**src/rtl/core/wrf_pkg.sv**
```systemverilog
`timescale 1ns / 1ps
// Shared types, constants and index helpers for the waypoint ring follower.
// Used by the distance pipeline and the core; depends on nothing else.
package wrf_pkg;

  localparam int MAX_WAYPOINTS  = 16;
  localparam int COORD_BITS     = 24;
  localparam int RAD_W          = COORD_BITS - 1;
  localparam int IDX_W          = $clog2(MAX_WAYPOINTS);
  localparam int IDX_SUM_W      = IDX_W + 1;
  localparam int CNT_W          = $clog2(MAX_WAYPOINTS + 1);
  localparam int ENTRY_W        = 2 * COORD_BITS + RAD_W;
  localparam int DIFF_W         = COORD_BITS + 1;
  localparam int SQ_W           = 2 * COORD_BITS;
  localparam int DSQ_W          = SQ_W + 1;
  localparam int RSQ_W          = 2 * RAD_W;
  localparam int NEAR_MIN_COUNT = 2;

  typedef enum logic {
    OP_APPEND = 1'b0,
    OP_QUERY  = 1'b1
  } op_t;

  typedef enum logic [1:0] {
    STATUS_OK    = 2'd0,
    STATUS_EMPTY = 2'd1,
    STATUS_FULL  = 2'd2
  } status_t;

  typedef struct packed {
    logic signed [COORD_BITS-1:0] x;
    logic signed [COORD_BITS-1:0] y;
    logic        [RAD_W-1:0]      r;
  } entry_t;

  typedef struct packed {
    logic valid;
    logic tag;
  } dist_req_t;

  typedef struct packed {
    logic             valid;
    logic             tag;
    logic [DSQ_W-1:0] dsq;
    logic [RSQ_W-1:0] rsq;
  } dist_res_t;

  // Ring index plus an offset of at most MAX_WAYPOINTS, wrapped once.
  function automatic logic [IDX_W-1:0] idx_add(input logic [IDX_W-1:0] base,
                                               input logic [CNT_W-1:0] inc);
    logic [IDX_SUM_W-1:0] sum;
    sum = IDX_SUM_W'(base) + IDX_SUM_W'(inc);
    if (sum >= IDX_SUM_W'(MAX_WAYPOINTS)) begin
      sum = sum - IDX_SUM_W'(MAX_WAYPOINTS);
    end
    return sum[IDX_W-1:0];
  endfunction

endpackage

```
**src/rtl/core/wrf_dist.sv**
```systemverilog
`timescale 1ns / 1ps
// Three-stage pipeline: squared distance from a waypoint to a position and
// the waypoint's squared radius. Depends on wrf_pkg.
module wrf_dist import wrf_pkg::*; (
  input  logic                         clk,
  input  logic                         rst,
  input  dist_req_t                    req,
  input  entry_t                       ent,
  input  logic signed [COORD_BITS-1:0] pos_x,
  input  logic signed [COORD_BITS-1:0] pos_y,
  output dist_res_t                    res
);

  logic signed [DIFF_W-1:0] diff_x, diff_y;
  logic [COORD_BITS-1:0]    mag_x, mag_y;
  logic [RAD_W-1:0]         rad1;
  logic [1:0]               vld1, vld2;
  logic [SQ_W-1:0]          sq_x, sq_y;
  logic [RSQ_W-1:0]         rsq2;

  assign diff_x = DIFF_W'(ent.x) - DIFF_W'(pos_x);
  assign diff_y = DIFF_W'(ent.y) - DIFF_W'(pos_y);

  always_ff @(posedge clk) begin
    mag_x   <= diff_x[DIFF_W-1] ? COORD_BITS'(-diff_x) : COORD_BITS'(diff_x);
    mag_y   <= diff_y[DIFF_W-1] ? COORD_BITS'(-diff_y) : COORD_BITS'(diff_y);
    rad1    <= ent.r;
    sq_x    <= SQ_W'(mag_x) * SQ_W'(mag_x);
    sq_y    <= SQ_W'(mag_y) * SQ_W'(mag_y);
    rsq2    <= RSQ_W'(rad1) * RSQ_W'(rad1);
    res.dsq <= DSQ_W'(sq_x) + DSQ_W'(sq_y);
    res.rsq <= rsq2;
    if (rst) begin
      vld1      <= '0;
      vld2      <= '0;
      res.valid <= 1'b0;
      res.tag   <= 1'b0;
    end else begin
      vld1      <= {req.valid, req.tag};
      vld2      <= vld1;
      res.valid <= vld2[1];
      res.tag   <= vld2[0];
    end
  end

endmodule

```
**config.mk**
```make
export PLATFORM = sky130hd
export DESIGN_NAME = wrf_dist
export DESIGN_NICKNAME = d
export VERILOG_FILES = /design/src/rtl/core/wrf_pkg.sv /design/src/rtl/core/wrf_dist.sv
export SDC_FILE = /design/constraint.sdc
export NUM_CORES = 2
export LEC_CHECK = 0
export BUFFER_PORTS_ARGS = -buffer_cell sky130_fd_sc_hd__buf_4
export CORE_MARGIN = 5
export CORE_UTILIZATION = 50
export DETAILED_ROUTE_END_ITERATION = 8
export PLACE_DENSITY = 0.67
export SLEW_MARGIN = 20
export SYNTH_ARGS = -nofsm -noshare
export SYNTH_HDL_FRONTEND = slang
export SYNTH_SLANG_ARGS = --single-unit
```
**constraint.sdc**
```tcl
create_clock -name clk -period 8.43 [get_ports clk]
set_clock_uncertainty 0.15 [all_clocks]
set_input_delay 0.843 -clock clk [delete_from_list [all_inputs] [get_ports clk]]
set_output_delay 0.843 -clock clk [all_outputs]
set_load 0.02 [all_outputs]
```
==> Yosys cells after proc, flatten, opt, wreduce, memory -nomap -nowiden <==
Cells that the tools add are included.
{ "op_classes": {"muxes": 2, "n_mul": 3, "n_addsub": 5} }
{ "op_table": {"columns": ["operator", "n"], "rows": [
  ["24-bit by 24-bit multiplier with 48-bit output", 2],
  ["24-bit by 24-bit subtractor with 25-bit output", 2],
  ["48-bit by 48-bit adder with 49-bit output", 1],
  ["24-bit two-way mux", 2],
  ["24-bit negation", 2],
  ["23-bit by 23-bit multiplier with 46-bit output", 1]
]} }
{ "word_totals": {"out_inout_bits": 97, "word_cells": 22, "inputBits": 123, "register_bits": 314} }

==> Logic depth before layout (Yosys ltp) <==
{ "depth": {"word_depth": 3, "mapped_depth": 28, "mapped_depth_nobuf": 27} }

==> Worst setup path after synthesis <==
No wires, ideal clock.
{ "synth_path": {"path_type": "reg-to-reg", "startpoint": "register mag_x[12]", "endpoint": "register sq_x[35]", "path_stages_with_launch": 26, "setup_slack_ps": 1181, "t_arrival_ps": 6975, "required_ps": 8156, "period_less_slack_ps": 7249, "path_buffers": 1, "setup_time_ps": 124, "path_cell_list": "dfxtp_1 -> clkbuf_1 -> nand2_1 -> fa_1 -> inv_1 -> fa_1 -> inv_1 -> fa_1 -> fa_1 -> inv_1 -> fa_1 -> inv_1 -> fa_1 -> fa_1 -> inv_1 -> ha_1 -> and4_1 -> and4_1 -> a211o_1 -> a31o_2 -> a21o_1 -> nand3_1 -> a21oi_1 -> or4b_2 -> a31oi_1 -> xnor2_1"} }
{ "synth_between": {"elab_chain_len": 1} }
{ "synth_lines": {"columns": ["item", "line", "rtl"], "rows": [
  ["start, declared", "wrf_dist.sv:15", "logic [COORD_BITS-1:0] mag_x, mag_y;"],
  ["start signal, assigned", "wrf_dist.sv:25", "mag_x <= diff_x[DIFF_W-1] ? COORD_BITS'(-diff_x) : COORD_BITS'(diff_x);"],
  ["24-bit by 24-bit multiplier with 48-bit output", "wrf_dist.sv:28", "sq_x <= SQ_W'(mag_x) * SQ_W'(mag_x);"],
  ["end signal, assigned", "wrf_dist.sv:28", null],
  ["end, declared", "wrf_dist.sv:18", "logic [SQ_W-1:0] sq_x, sq_y;"]
]} }
No other way between the ends.
A chain may end at the register's enable or synchronous reset.

==> Final worst setup path <==
{ "layout_path": {"startpoint": "register mag_y[8]", "endpoint": "register sq_y[47]"} }
{ "layout_between": {"elab_chain_len": 1} }
{ "layout_lines": {"columns": ["item", "line", "rtl"], "rows": [
  ["start, declared", "wrf_dist.sv:15", null],
  ["start signal, assigned", "wrf_dist.sv:26", "mag_y <= diff_y[DIFF_W-1] ? COORD_BITS'(-diff_y) : COORD_BITS'(diff_y);"],
  ["24-bit by 24-bit multiplier with 48-bit output", "wrf_dist.sv:29", "sq_y <= SQ_W'(mag_y) * SQ_W'(mag_y);"],
  ["end signal, assigned", "wrf_dist.sv:29", null],
  ["end, declared", "wrf_dist.sv:18", null]
]} }
No other way between the ends.

==> tab_implementation.tex <==
\begin{tabular}{lr}
\hline
Metric & Value \\
\hline
\multicolumn{2}{l}{\textbf{Floorplanning}} \\
Effective utilization at floorplan & 50.3\% \\
Die outline width & approximately 350 um \\
Die height & 354 um \\
Io pins & 220 \\
Placement row count & 126 \\
Die area & between 100000 and 150000 um2 \\
Core area & 118000 um2 \\
\multicolumn{2}{l}{\textbf{Synth}} \\
Synthesized netlist cell count & 6380 \\
Seq/Total Area, Yosys & 10.5\% \\
Mean instance size in the synthesized netlist & 9.29 um2 \\
Fraction of post-synthesis cell area in the top cell type by area & between 40\% and 50\% \\
Ranking of synthesized cells by area & fa\_1 42\%, ha\_1 13\%, inv\_1 11\%, dfxtp\_1 10\%, and2\_1 3.7\% \\
Synth area leader & fa\_1 \\
Syn nets & 8359 \\
Most used standard cells in the synthesized netlist & 1769 x inv\_1, 1233 x fa\_1, 623 x ha\_1, 543 x nand2\_1, 355 x and2\_1 \\
Synth async-reset ratio & 0\% \\
Total number of yosys warnings & 0 \\
Count of state elements after synthesis & 310 \\
Top-count cell post-synth & inv\_1 \\
Number of enable-type register cells in the synthesized netlist & 0 \\
Netlist Area Pre-Place & 59300 um2 \\
Top FF cell, synth & dfxtp\_1 \\
Library cells used by synthesis & 84 \\
\multicolumn{2}{l}{\textbf{Clock tree}} \\
Clock transition time at the flip-flop clock pins of the worst setup and hold paths & 0.06 ns \\
Number of resized instances in the post-cts repair step & 0 \\
Root Driver & clkbuf\_16 \\
Number of H-tree levels & 2 \\
Max Buffers Root-to-Sink & 3 \\
Number of buffers inserted by post-CTS setup repair & 0 \\
Hold-fix buffer count after cts & 0 \\
TritonCTS clock tree & done \\
CTS Buf Count & 37 \\
Clock sink total & 310 \\
Clock Latency Late Sink & 0.61 ns \\
\multicolumn{2}{l}{\textbf{Timing}} \\
Fin. Hold Viols & 0 \\
Endpoints failing setup & 0 \\
Total negative setup slack & 0 ns \\
Setup repair after global routing missed its margin & no \\
Final critical delay including setup and external delays & between 7 and 8 ns \\
Count of pins over their slew limit & 0 \\
Highest Clock Rate & approximately 130 MHz \\
Final clock period utilization by the worst path & 94.3\% \\
Transition time at the pin with the least slew margin & $\sim$1.1 ns \\
Relative max-transition margin & 29.4\% \\
\multicolumn{2}{l}{\textbf{Drt}} \\
Total DRC errors in the routed layout & 0 \\
Antenna Violating Nets Remaining & 0 \\
Total number of vias & 41370 \\
Via density per instance & a little over 5 \\
Total wire length & about 130000 um \\
Starting DRC count in detailed routing & around 2100 \\
Wire length per cell after detailed routing & 16.5 um \\
First-pass detailed-route iteration total & 7 \\
\multicolumn{2}{l}{\textbf{Global routing}} \\
Antenna violations before repair & 0 \\
Vias in the first global route & approximately 46000 \\
First-pass GRT wire length & 228000 um \\
Maximum number of pins on one net before global-route repair & 27 \\
GRT Total Usage & 22.2\% \\
Overflow left after global routing & 0 \\
\multicolumn{2}{l}{\textbf{Worst setup path}} \\
R2R cell count & 26 \\
CP Capture Type & register \\
Launch instance of the worst register-to-register path & mag\_y[8]\$\_DFF\_P\_ \\
Class of the most critical setup path & reg -> reg \\
Required time at the endpoint of the critical path & just under 9 ns \\
Worst Path Arrival & 8.30 ns \\
Worst reg2reg setup slack & 0.48 ns \\
Element type at the critical path start & register \\
Last element of the critical path & sq\_y[47]\$\_DFF\_P\_ \\
Critical path peak fanout & 18 \\
Terminus of the critical flop-to-flop path & sq\_y[47]\$\_DFF\_P\_ \\
Launching instance or port of the critical path & mag\_y[8]\$\_DFF\_P\_ \\
\multicolumn{2}{l}{\textbf{Placed design}} \\
HPWL Detailed & between 100000 and 150000 um \\
Final weighted congestion of routability-driven global placement & $\sim$0.93 \\
Port Buffers & 218 \\
\multicolumn{2}{l}{\textbf{Hold path}} \\
Worst hold path class & reg -> reg \\
\multicolumn{2}{l}{\textbf{Flow run}} \\
Max-cap violation count & 0 \\
\multicolumn{2}{l}{\textbf{Outcome}} \\
Run status & completed \\
\multicolumn{2}{l}{\textbf{Cells and area}} \\
Number of inserted diodes & 0 \\
Signed area change from the synthesized netlist to the final layout & 8.24\% \\
Total Nets Final & roughly 8500 \\
Layout cells sized above 1 & about 6.4\% \\
Post-route core utilization & approximately 54\% \\
\hline
\end{tabular}
cell type report:
cell class                      count  area, um2
Sequential cell                   310       6210
Clock inverter                     18        230
Timing Repair Buffer              315       2390
Clock buffer                       48        998
Tap cell                         1536       1920
Inverter                         1769       6640
Multi-Input combinational cell   4128      45800
Fill cell                       10774      53700
registers in the layout (all words and copies together), names as in the netlist:
name and flops:
res 96, sq_x 47, sq_y 47, rsq2 45
mag_x 24, mag_y 24, rad1 23, vld1 2
vld2 2
cell usage in the layout, fill, tap and decap left out, drive strengths merged, types with 20 or more instances in the layout:
cell type	n
nand2	543
o21bai	20
and3	23
nor3	25
o31ai	22
a21o	127
and2	357
a211oi	25
dfxtp	310
nand3	41
buf	315
fa	1233
xnor2	179
o21ai	111
nor2b	47
a21oi	195
a31oi	31
nor2	177
nand4	27
inv	1775
ha	623
xor2	89
clkbuf	48
nand2b	28
o21a	28
per-layer routing:
layer	track usage [%]	up-vias	part of all wire, %
li1	-	19455	-
met1	28.4	20861	42
met2	39.8	860	51
met3	3.43	194	5.2
met4	5.25	0	2.4
met5	0	-	0
per-stage QoR:
step           hold WS, ns  setup WS, ns  instance area, um2  cells
2_1_floorplan        0.160          1.18               59300   6380
3_3_place_gp         0.162         0.654               62900   8058
3_5_place_dp         0.162         0.578               62900   8058
4_1_cts              0.131         0.540               64200   8124
5_1_grt              0.146        0.0552               64200   8124
6_report             0.174         0.483               64200   8124
cells by family after synthesis:
group / Yosys count / share of synthesized area (%)
buf+inv: 1942 / 12.3
flops: 310 / 10.5
simple gates: 1335 / 11.0
mux: 9 / 0.160
xor+xnor: 269 / 4.00
fa+ha+maj: 1856 / 54.8
other cells: 1 / 0.00633
compound gates: 658 / 7.24
worst max-delay path: stages (launching register included):
cell and delay (ns):
dfxtp_1 0.89, inv_1 0.20, fa_1 0.58, inv_1 0.05
fa_1 0.51, inv_1 0.05, fa_1 0.48, inv_1 0.06
fa_1 0.50, inv_1 0.06, fa_1 0.54, inv_1 0.05
fa_1 0.48, inv_1 0.05, fa_1 0.48, inv_1 0.05
ha_1 0.45, nand4_1 0.25, nor2_1 0.21, a31oi_1 0.10
o211a_1 0.14, o22ai_1 0.35, o211ai_1 0.27, a311oi_1 0.50
nor2_1 0.09, a31oi_1 0.23, xnor2_1 0.09
worst min path at each step:
stage | cells past startpoint | slack [ns] | start | endpoint
after floorplan | 0 | 0.16 | rsq2[0]$_DFF_P_ | res[0]$_DFF_P_
after global placement | 0 | 0.16 | rsq2[17]$_DFF_P_ | res[17]$_DFF_P_
after detailed placement | 0 | 0.16 | rsq2[21]$_DFF_P_ | res[21]$_DFF_P_
after CTS | 1 | 0.13 | ent[7] | rad1[7]$_DFF_P_
after global routing | 1 | 0.15 | ent[10] | rad1[10]$_DFF_P_
final | 0 | 0.17 | rsq2[34]$_DFF_P_ | res[34]$_DFF_P_
Power is left out: the tool's default activity adds up to more than one toggle a clock period on the data nets, which glitch-free logic cannot reach.
