## config.mk

```make
export PLATFORM = sky130hd
export DESIGN_NAME = wrf_ram
export DESIGN_NICKNAME = d
export VERILOG_FILES = /design/src/rtl/core/wrf_ram.sv
export SDC_FILE = /design/constraint.sdc
export NUM_CORES = 1
export LEC_CHECK = 0
export BUFFER_PORTS_ARGS = -buffer_cell sky130_fd_sc_hd__buf_2
export CORE_MARGIN = 2
export CORE_UTILIZATION = 59
export DETAILED_ROUTE_END_ITERATION = 6
export GPL_ROUTABILITY_DRIVEN = 0
export HOLD_SLACK_MARGIN = 0.03
export PLACE_DENSITY = 0.74
export SYNTH_ARGS = -nofsm -noshare
export SYNTH_HDL_FRONTEND = slang
export SYNTH_SLANG_ARGS = --single-unit
export TNS_END_PERCENT = 1
```

## constraint.sdc

```tcl
create_clock -name clk -period 3.85 [get_ports clk]
set_clock_uncertainty 0.1 [all_clocks]
set_input_delay 0.385 -clock clk [delete_from_list [all_inputs] [get_ports clk]]
set_output_delay 0.385 -clock clk [all_outputs]
set_load 0.02 [all_outputs]
```

## src/rtl/core/wrf_ram.sv

```systemverilog
`timescale 1ns / 1ps
// Generic simple dual-port RAM: one write port, one read port, registered read.
// Standalone; no package dependency.
module wrf_ram #(
  parameter int WIDTH = 8,
  parameter int DEPTH = 16
) (
  input  logic                     clk,
  input  logic                     wr_en,
  input  logic [$clog2(DEPTH)-1:0] wr_addr,
  input  logic [WIDTH-1:0]         wr_data,
  input  logic                     rd_en,
  input  logic [$clog2(DEPTH)-1:0] rd_addr,
  output logic [WIDTH-1:0]         rd_data
);

  logic [WIDTH-1:0] mem [DEPTH];

  always_ff @(posedge clk) begin
    if (wr_en) begin
      mem[wr_addr] <= wr_data;
    end
    if (rd_en) begin
      rd_data <= mem[rd_addr];
    end
  end

endmodule

```

**Word-level counts from Yosys, hierarchy flattened**

Memory sizes are Yosys's and may differ from the RTL's. A register that Yosys moved wholly into a read port is not among the register bits.
Cells that the tools add are included.

- Memories: 1
- RAM bits: 128
- Bits in registers: 0
- Output and inout bits: 8

Memory list:

| memory | depth | width | read ports | clocked after Yosys merged registers in | wr ports | RTL line | RTL |
|---|---|---|---|---|---|---|---|
| mem | 16 | 8 | 1 | 1 | 1 | 17 | `logic [WIDTH-1:0] mem [DEPTH];` |

- Muxes and demuxes: 2

Operators with widths:

| kind | number |
|---|---|
| 1-bit 2-to-1 mux | 2 |

**Longest topological paths before layout**

Gate-level depths: netlist of the first run.

- Depth in word-level cells: 2
- Mapped depth: 5
- Gate-level depth less buffers: 3

**Worst setup path after synthesis of the first run**

OpenSTA, ideal clock, no wires.

- Path kind: in2reg
- From: input wr_addr[2]
- To: memory mem[0][0], enable pin
- Arrival: 1495 ps
- Stages: 2
- Buffers on the path: 0
- Setup slack: 1872 ps
- Cell sequence: or3b_2 -> nor3_1

RTL lines:

| what | RTL line | RTL |
|---|---|---|
| start, declared | 10 | `input logic [$clog2(DEPTH)-1:0] wr_addr,` |
| end, declared | 17 |  |

No word-level cell before the write port.

==> flow_summary_export.csv, run 1 <==
group,metric,value,unit
clock_network,clockBufferDepth,2,
drt,initialDrtViolationCount,177,
clock_network,cts_tree,"yes",
sta,fin_setup_tns,0,ns
global_route,grt_pass1_vias,2478,
yosys,synth_top_area_cell,"edfxtp_1",
clock_network,clk_latency,0.50,ns
power,finalPower,3360,uW
drt,postRouteAntennaNets,0,
sta,finalWorstSetupSlack,2.08,ns
worst_setup_path,startpoint_type,"primary input",
drt,drcViolationCount,0,
clock_network,cts_hold_buffers,0,
sta,finalCritPeriodShare,45.9,%
worst_setup_path,worstReg2RegStart,"mem[1][1]",
sta,slew_violations,0,
clock_network,h-tree-depth,4,
hold_path,hold_class,"in -> reg",
yosys,ys_ff_latch,136,
yosys,synth_cells,229,
place,place_ws,1.52,ns
final_layout,design_area,0.00602,mm2
sta,whs,0.160,ns
global_route,grt_use_total,21.4,%
floorplan,die-width,98.1,um
global_route,grt_max_degree,33,
floorplan,die-area,0.00963,mm2
worst_setup_path,r2r_end,"rd_data[1]",
yosys,synth.avg_cell_area,22.8,um2
power,leakagePower,0.00201,uW
yosys,synth_cell_types,18,
yosys,synth_area_leaders,"edfxtp_1 78%, mux4_2 7.8%, mux4_1 7.0%, a22oi_1 2.3%, nor2_1 0.93%",
final_layout,diodes,0,
worst_setup_path,endpoint_kind,"flip-flop",
floorplan,floorplan.rows,34,
yosys,yosys.area.top_type_share,78.1,%
yosys,synth.cell_area,0.00523,mm2
drt,avgViaCountPerCell,6.18,
clock_network,post_cts_buffers,0,
power,vdd_drop_max,0.396,mV
worst_setup_path,rrSetupSlack,2.28,ns
worst_setup_path,crit_type,"in -> reg",
sta,rsz0062_at_grt,"no",
global_route,grt_antenna_before_repair,0,
floorplan,ios,27,
drt,drt-total-wl,9.44,mm
drt,first_pass_iters,4,
status,status,"complete, no violations",
yosys,synth_warnings,0,
clock_network,cts-resized-gates,0,
place,hpwl,5.85,mm
clock_network,path_clk_slew,0.06,ns
yosys,synth_fp_nets,248,
flow_run,drv_cap,0,
clock_network,numCtsBuffers,17,
hold_path,hold_start,"rd_en",
final_layout,drive_above_1_share,27.7,%
place,portBuffers,26,
drt,via_count,2409,
worst_setup_path,path_max_fanout,12,
final_layout,nets,288,
sta,setup_viol,0,
place,place_area,0.00545,mm2
worst_setup_path,rr_worst_depth,3,
floorplan,die_height,98.1,um
worst_setup_path,crit_required,4.00,ns
hold_path,holdPathStages,1,
sta,hold_violations,0,
yosys,seq_area_frac_synth,78.1,%
hold_path,min_to,"rd_data[3]",
power,pwr_density_cell,559,mW/mm2
sta,slew_headroom,34.5,%
global_route,grt_pass1_wl,14.4,mm
floorplan,core,0.00864,mm2
worst_setup_path,worstPathArrival,1.91,ns
clock_network,cts_root_buf,"clkbuf_8",
final_layout,area_delta_synth_final,15.2,%
sta,worst_pin_slew,0.979,ns
sta,fmaxAchievable,566,MHz
global_route,grt_remaining_overflow,0,
drt,wire_per_inst,24.2,um
floorplan,start_util,60.5,%
clock_network,clock-sinks,136,
sta,min_period,1.77,ns
==> registers in the layout, summed over array words and instances (netlist names) <==
name     flops
mem        128
rd_data      8
==> how the worst max path moves through the flow <==
stage               start         end  slack (ns)
4_1_cts        rd_addr[0]  rd_data[1]        2.06
3_3_place_gp   rd_addr[0]  rd_data[1]        1.50
5_1_grt        rd_addr[0]  rd_data[1]        2.00
6_report       rd_addr[0]  rd_data[1]        2.08
2_1_floorplan  wr_addr[2]   mem[0][0]        1.87
3_5_place_dp   rd_addr[0]  rd_data[1]        1.52
==> synthesized netlist by cell type <==
cell type,instances
and2b_1,1
nand3b_1,2
nand3_1,1
buf_6,3
mux4_1,14
a22oi_1,16
nor2b_1,1
nor3_1,4
nand2_1,9
and2_1,1
clkdlybuf4s25_2,3
nand2b_1,2
edfxtp_1,136
or3b_2,1
mux4_2,18
buf_2,3
buf_4,1
nor2_1,13
==> metal layers <==
| layer | share of wire [%] | wire, um | GRT usage (%) | vias up |
|---|---|---|---|---|
| li1 | - | - | - | 1064 |
| met1 | 41 | 3850 | 29.8 | 1238 |
| met2 | 51 | 4810 | 34.3 | 99 |
| met3 | 7.4 | 697 | 5.65 | 8 |
| met4 | 0.79 | 75 | 6.64 | 0 |
| met5 | 0 | 0 | 0 | - |
==> cells by family after synthesis <==
family / after synthesis / share of synthesized area (%)
multiplexers: 32 / 14.8
AND/OR/NAND/NOR: 35 / 3.14
flip-flops: 136 / 78.1
AO/OA/AOI/OAI: 16 / 2.30
buffers and inverters: 10 / 1.65
==> final cells by class <==
cell class / count / area (um2)
Multi-Input combinational cell: 83 / 1060
Fill cell: 534 / 2610
Clock inverter: 15 / 159
Sequential cell: 136 / 4080
Timing Repair Buffer: 31 / 168
Tap cell: 108 / 135
Clock buffer: 17 / 414
==> report_power, final <==
part | internal [uW] | switching, uW
registers | 1670 | 9.30
logic | 59.3 | 89.3
clock network | 974 | 564
total | 2700 | 662
==> worst max-delay path: stages <==
cell and delay, ns:
buf_2 0.28, buf_4 0.30, mux4_1 0.57, a22oi_1 0.29, nand2_1 0.08
==> placed cells by master (no fill, tap or decap), drive strengths merged, types with 2 or more instances in the layout <==
cell,n
clkinv,8
nor2,13
mux4,32
nor3,4
clkinvlp,3
a22oi,16
buf,31
nand2b,2
clkbuf,17
nand2,9
nand3b,2
edfxtp,136
bufinv,3
==> metrics by stage <==
stage / instances / utilization, %
2_1_floorplan: 229 / -
3_3_place_gp: 358 / 63.1
3_5_place_dp: 358 / 63.1
4_1_cts: 390 / 69.7
5_1_grt: 390 / 69.7
6_report: 390 / 69.7
No activity file was read; power rests on OpenSTA's default activity.
==> run 2, diff against run 1 <==
--- a/config.mk
+++ b/config.mk
@@ -5,13 +5,14 @@
 export SDC_FILE = /design/constraint.sdc
 export NUM_CORES = 1
 export LEC_CHECK = 0
+export ABC_AREA = 1
 export BUFFER_PORTS_ARGS = -buffer_cell sky130_fd_sc_hd__buf_2
 export CORE_MARGIN = 2
-export CORE_UTILIZATION = 59
+export CORE_UTILIZATION = 55
 export DETAILED_ROUTE_END_ITERATION = 6
 export GPL_ROUTABILITY_DRIVEN = 0
 export HOLD_SLACK_MARGIN = 0.03
-export PLACE_DENSITY = 0.74
+export PLACE_DENSITY = 0.72
 export SYNTH_ARGS = -nofsm -noshare
 export SYNTH_HDL_FRONTEND = slang
 export SYNTH_SLANG_ARGS = --single-unit
==> constraint.sdc (replaced) <==
create_clock -name clk -period 1.59 [get_ports clk]
set_clock_uncertainty 0.1 [all_clocks]
set_input_delay 0.159 -clock clk [delete_from_list [all_inputs] [get_ports clk]]
set_output_delay 0.159 -clock clk [all_outputs]
set_load 0.02 [all_outputs]
==> flow_summary_export.csv, run 2 <==
group,metric,value,unit
drt,first_pass_iters,5,
final_layout,area_delta_synth_final,18.9,%
flow_run,drv_cap,0,
clock_network,clock-sinks,136,
global_route,grt_pass1_wl,20.9,mm
yosys,seq_area_frac_synth,69.8,%
drt,drt-total-wl,13.2,mm
floorplan,core,0.0103,mm2
sta,min_period,1.38,ns
power,finalPower,8860,uW
floorplan,ios,27,
place,portBuffers,26,
worst_setup_path,startpoint_type,"flip-flop",
floorplan,floorplan.rows,37,
floorplan,start_util,56.6,%
worst_setup_path,worstPathArrival,1.12,ns
global_route,grt_remaining_overflow,0,
yosys,synth_warnings,0,
final_layout,largestRegisters,"mem (128), rd_data (8)",
global_route,grt_use_total,25.3,%
yosys,synth.cell_area,0.00585,mm2
final_layout,layout_commonest_cell,"nand2_1",
sta,slew_headroom,59.3,%
sta,fmaxAchievable,724,MHz
final_layout,nets,626,
clock_network,numCtsBuffers,17,
floorplan,die-area,0.0115,mm2
floorplan,die_height,107,um
clock_network,cts_tree,"yes",
drt,postRouteAntennaNets,0,
clock_network,cts_hold_buffers,10,
worst_setup_path,cp_top_family,"flip-flops",
clock_network,path_clk_slew,0.06,ns
yosys,synth_area_leaders,"edfxtp_1 70%, nand2_1 11%, nand3_1 8.3%, inv_1 6.4%, buf_6 1.2%",
drt,wire_per_inst,17.5,um
sta,hold_violations,0,
drt,drcViolationCount,0,
power,vdd_drop_max,0.881,mV
drt,initialDrtViolationCount,371,
yosys,synth_edf_count,136,
clock_network,cts_root_buf,"clkbuf_8",
clock_network,cts-resized-gates,0,
place,dp_cells,714,
yosys,synthFlopType,"edfxtp_1",
final_layout,design_area,0.00695,mm2
worst_setup_path,path_max_fanout,1,
clock_network,clockBufferDepth,2,
worst_setup_path,critical-path-max-stage-delay,0.42,ns
drt,via_count,3928,
final_layout,diodes,0,
sta,rsz0062_at_grt,"no",
worst_setup_path,crit_required,1.33,ns
worst_setup_path,endpoint_kind,"output port",
sta,worst_pin_slew,0.609,ns
global_route,grt_max_degree,65,
clock_network,clk_latency,0.52,ns
floorplan,die-width,107,um
yosys,yosysMostFrequentCell,"nand2_1",
sta,slew_violations,0,
final_layout,layoutNonFillerInstCount,756,
sta,setup_viol,0,
global_route,global_route.peak_usage_layer,"met2",
yosys,synth_cells,551,
final_layout,drive_above_1_share,13.2,%
yosys,synth_cell_types,11,
status,status,"complete, no violations",
sta,fin_setup_tns,0,ns
yosys,synth_fp_nets,570,
final_layout,utilization,67.3,%
yosys,synth.avg_cell_area,10.6,um2
clock_network,post_cts_buffers,0,
power,pwr_density_cell,1270,mW/mm2
clock_network,h-tree-depth,4,
worst_setup_path,crit_buf_inv,1,
global_route,grtUsageMet1,35.3,%
power,leakagePower,0.00302,uW
yosys,synth-async-reset-ratio,0,%
global_route,use_met2,38.5,%
drt,avgViaCountPerCell,5.20,
yosys,ys_ff_latch,136,
worst_setup_path,cp_cell_sequence,"buf_2",
final_layout,most-common-layout-cells,"173 x nand2_1, 136 x edfxtp_1, 100 x inv_1",
yosys,yosys-top-cells-count,"173 x nand2_1, 136 x edfxtp_1, 100 x inv_1",
global_route,grt_antenna_before_repair,0,
place,place_area,0.00621,mm2
worst_setup_path,crit_type,"reg -> out",
final_layout,largest-register,"mem",
global_route,met3_usage,5.84,%
global_route,grt_pass1_vias,3859,
sta,finalCritPeriodShare,86.9,%
yosys,yosys.area.top_type_share,69.8,%
hold_path,hold_class,"in -> reg",
final_layout,largest_reg_flops,128,
worst_setup_path,worst_path_max_delay_cell,"edfxtp_1",
place,hpwl,8.02,mm
yosys,synth_top_area_cell,"edfxtp_1",
run 2: worst register-to-register path: stages, from the launching register on:
cell	delay [ns]
edfxtp_1	0.37
inv_1	0.08
nand2_1	0.06
nand3_1	0.09
nand3_1	0.12
nand3_1	0.13
nand2_1	0.08
run 2: layout make-up:
cell class	count	area (um2)
Sequential cell	136	4080
Clock buffer	18	418
Tap cell	136	170
Clock inverter	14	229
Fill cell	743	3370
Multi-Input combinational cell	289	1210
Inverter	102	383
Timing Repair Buffer	61	455
run 2: through the flow:
stage               hold WS, ns  worst slack [ns]
finish                   0.0696             0.209
CTS                      0.0428             0.187
detailed placement        0.455            0.0944
floorplan                 0.158             0.380
global placement          0.446             0.135
global route             0.0993             0.169
run 2: worst paths after layout:
| check | cells after the start | slack, ns | endpoint | start |
|---|---|---|---|---|
| worst min-delay path | 4 | 0.07 | rd_data[6] | rd_addr[2] |
| worst max register to register | 6 | 0.29 | rd_data[5] | mem[1][5] |
| worst max-delay path | 1 | 0.21 | rd_data[6] | rd_data[6] |
| worst min register to register | 6 | 0.65 | rd_data[0] | mem[10][0] |
run 2: cells by family after synthesis:
family / Yosys count / synth area share (%)
buffers and inverters: 126 / 9.39
AND/OR/NAND/NOR: 289 / 20.8
flip-flops: 136 / 69.8
run 2: per-layer routing:
metal	vias up	wire length, um
met5	-	0
met4	0	275
met3	19	1120
met2	197	6140
met1	1818	5670
li1	1894	-
run 2: power breakdown:
| group | internal [uW] | switching (uW) | total, uW | leakage (uW) |
|---|---|---|---|---|
| registers | 4040 | 23.7 | 4060 | 0.00124 |
| clock network | 2850 | 1420 | 4260 | 0.000306 |
| logic | 169 | 370 | 539 | 0.00148 |
| total | 7050 | 1810 | 8860 | 0.00302 |
==> run 3, diff against run 2 <==
--- a/config.mk
+++ b/config.mk
@@ -12,6 +12,7 @@
 export DETAILED_ROUTE_END_ITERATION = 6
 export GPL_ROUTABILITY_DRIVEN = 0
 export HOLD_SLACK_MARGIN = 0.03
+export MAX_ROUTING_LAYER = met4
 export PLACE_DENSITY = 0.72
 export SYNTH_ARGS = -nofsm -noshare
 export SYNTH_HDL_FRONTEND = slang
==> flow_summary_export.csv, run 3 (same netlist as run 2, synthesis figures left out) <==
group,metric,value,unit
power,leakagePower,0.00302,uW
worst_setup_path,rrSetupSlack,0.29,ns
drt,avgViaCountPerCell,5.22,
drt,via_count,3946,
global_route,grt_use_total,25.9,%
worst_setup_path,cp_cell_sequence,"buf_2",
worst_setup_path,worstPathArrival,1.11,ns
place,dp_cells,714,
worst_setup_path,crit_buf_inv,1,
power,vdd_drop_max,0.889,mV
worst_setup_path,cp-endpoint,"rd_data[7]",
global_route,grt_pass1_vias,3850,
power,pwr_density_cell,1280,mW/mm2
clock_network,h-tree-depth,4,
final_layout,largestRegisters,"mem (128), rd_data (8)",
global_route,grt_remaining_overflow,0,
final_layout,layout_commonest_cell,"nand2_1",
sta,fmaxAchievable,730,MHz
clock_network,numCtsBuffers,17,
worst_setup_path,r2r_end,"rd_data[5]",
final_layout,area_delta_synth_final,18.9,%
global_route,grt_antenna_before_repair,0,
clock_network,cts_root_buf,"clkbuf_8",
floorplan,die-width,107,um
worst_setup_path,worstReg2RegStart,"mem[1][5]",
final_layout,drive_above_1_share,13.2,%
floorplan,ios,27,
drt,first_pass_iters,5,
final_layout,largest-register,"mem",
drt,wire_per_inst,17.5,um
final_layout,most-common-layout-cells,"173 x nand2_1, 136 x edfxtp_1, 100 x inv_1",
worst_setup_path,path_depth,1,
worst_setup_path,crit_type,"reg -> out",
worst_setup_path,crit_start,"rd_data[7]",
floorplan,core,0.0103,mm2
worst_setup_path,cp_top_family,"flip-flops",
clock_network,cts-resized-gates,0,
status,status,"complete, no violations",
final_layout,n_fill_cell,743,
global_route,grt_max_degree,65,
sta,worst_pin_slew,0.591,ns
worst_setup_path,endpoint_kind,"output port",
final_layout,largest_reg_flops,128,
sta,setup_viol,0,
global_route,grt_pass1_wl,20.8,mm
sta,finalCritPeriodShare,86.2,%
drt,drcViolationCount,0,
worst_setup_path,critical-path-max-stage-delay,0.41,ns
power,finalPower,8870,uW
worst_setup_path,startpoint_type,"flip-flop",
flow_run,drv_cap,0,
clock_network,clk_latency,0.52,ns
worst_setup_path,path_max_fanout,1,
place,portBuffers,26,
drt,drt-total-wl,13.2,mm
worst_setup_path,crit_required,1.33,ns
final_layout,nets,626,
final_layout,diodes,0,
final_layout,layoutNonFillerInstCount,756,
sta,fin_setup_tns,0,ns
clock_network,clock-sinks,136,
floorplan,die-area,0.0115,mm2
floorplan,die_height,107,um
sta,slew_violations,0,
place,hpwl,8.02,mm
clock_network,path_clk_slew,0.06,ns
clock_network,cts_hold_buffers,10,
floorplan,start_util,56.6,%
clock_network,post_cts_buffers,0,
floorplan,floorplan.rows,37,
drt,initialDrtViolationCount,380,
sta,whs,0.0641,ns
sta,hold_violations,0,
drt,postRouteAntennaNets,0,
sta,min_period,1.37,ns
clock_network,clockBufferDepth,2,
worst_setup_path,rr_worst_depth,6,
sta,rsz0062_at_grt,"no",
clock_network,cts_tree,"yes",
worst_setup_path,worst_path_max_delay_cell,"edfxtp_1",
hold_path,hold_class,"in -> reg",
sta,slew_headroom,60.6,%
[run 3: metrics by stage]
stage,cell area (um2),setup slack [ns],util [%]
2_1_floorplan,5850,0.380,-
6_report,6950,0.220,67.3
3_3_place_gp,6210,0.135,60.1
4_1_cts,6950,0.187,67.3
5_1_grt,6950,0.176,67.3
3_5_place_dp,6210,0.0944,60.1
[run 3: worst min path at each step]
stage | from | endpoint | slack [ns] | cells after the start
floorplan | wr_data[0] | mem[0][0] | 0.16 | 0
global route | rd_addr[2] | rd_data[5] | 0.11 | 4
finish | rd_addr[2] | rd_data[0] | 0.06 | 4
detailed placement | rd_en | rd_data[7] | 0.45 | 1
CTS | rd_addr[2] | rd_data[0] | 0.04 | 4
global placement | rd_en | rd_data[7] | 0.45 | 1
[run 3: area by class of cell]
class / count / area, um2 / share of cell area (%)
sequential: 136 / 4080 / 58.7
multi-input combinational: 289 / 1210 / 17.5
timing repair buffer: 61 / 455 / 6.55
clock buffer: 18 / 418 / 6.01
inverter: 102 / 383 / 5.51
clock inverter: 14 / 229 / 3.29
tap: 136 / 170 / 2.45
[run 3: power breakdown]
| part | total, uW | internal [uW] | switching, uW |
|---|---|---|---|
| Clock | 4260 | 2850 | 1420 |
| Combinational | 538 | 169 | 369 |
| Sequential | 4060 | 4040 | 23.3 |
[run 3: metal layers]
layer	track usage [%]	routed length, um
met4	12.2	308
met1	35.2	5530
met5	-	0
met2	38.5	6160
met3	4.62	1230
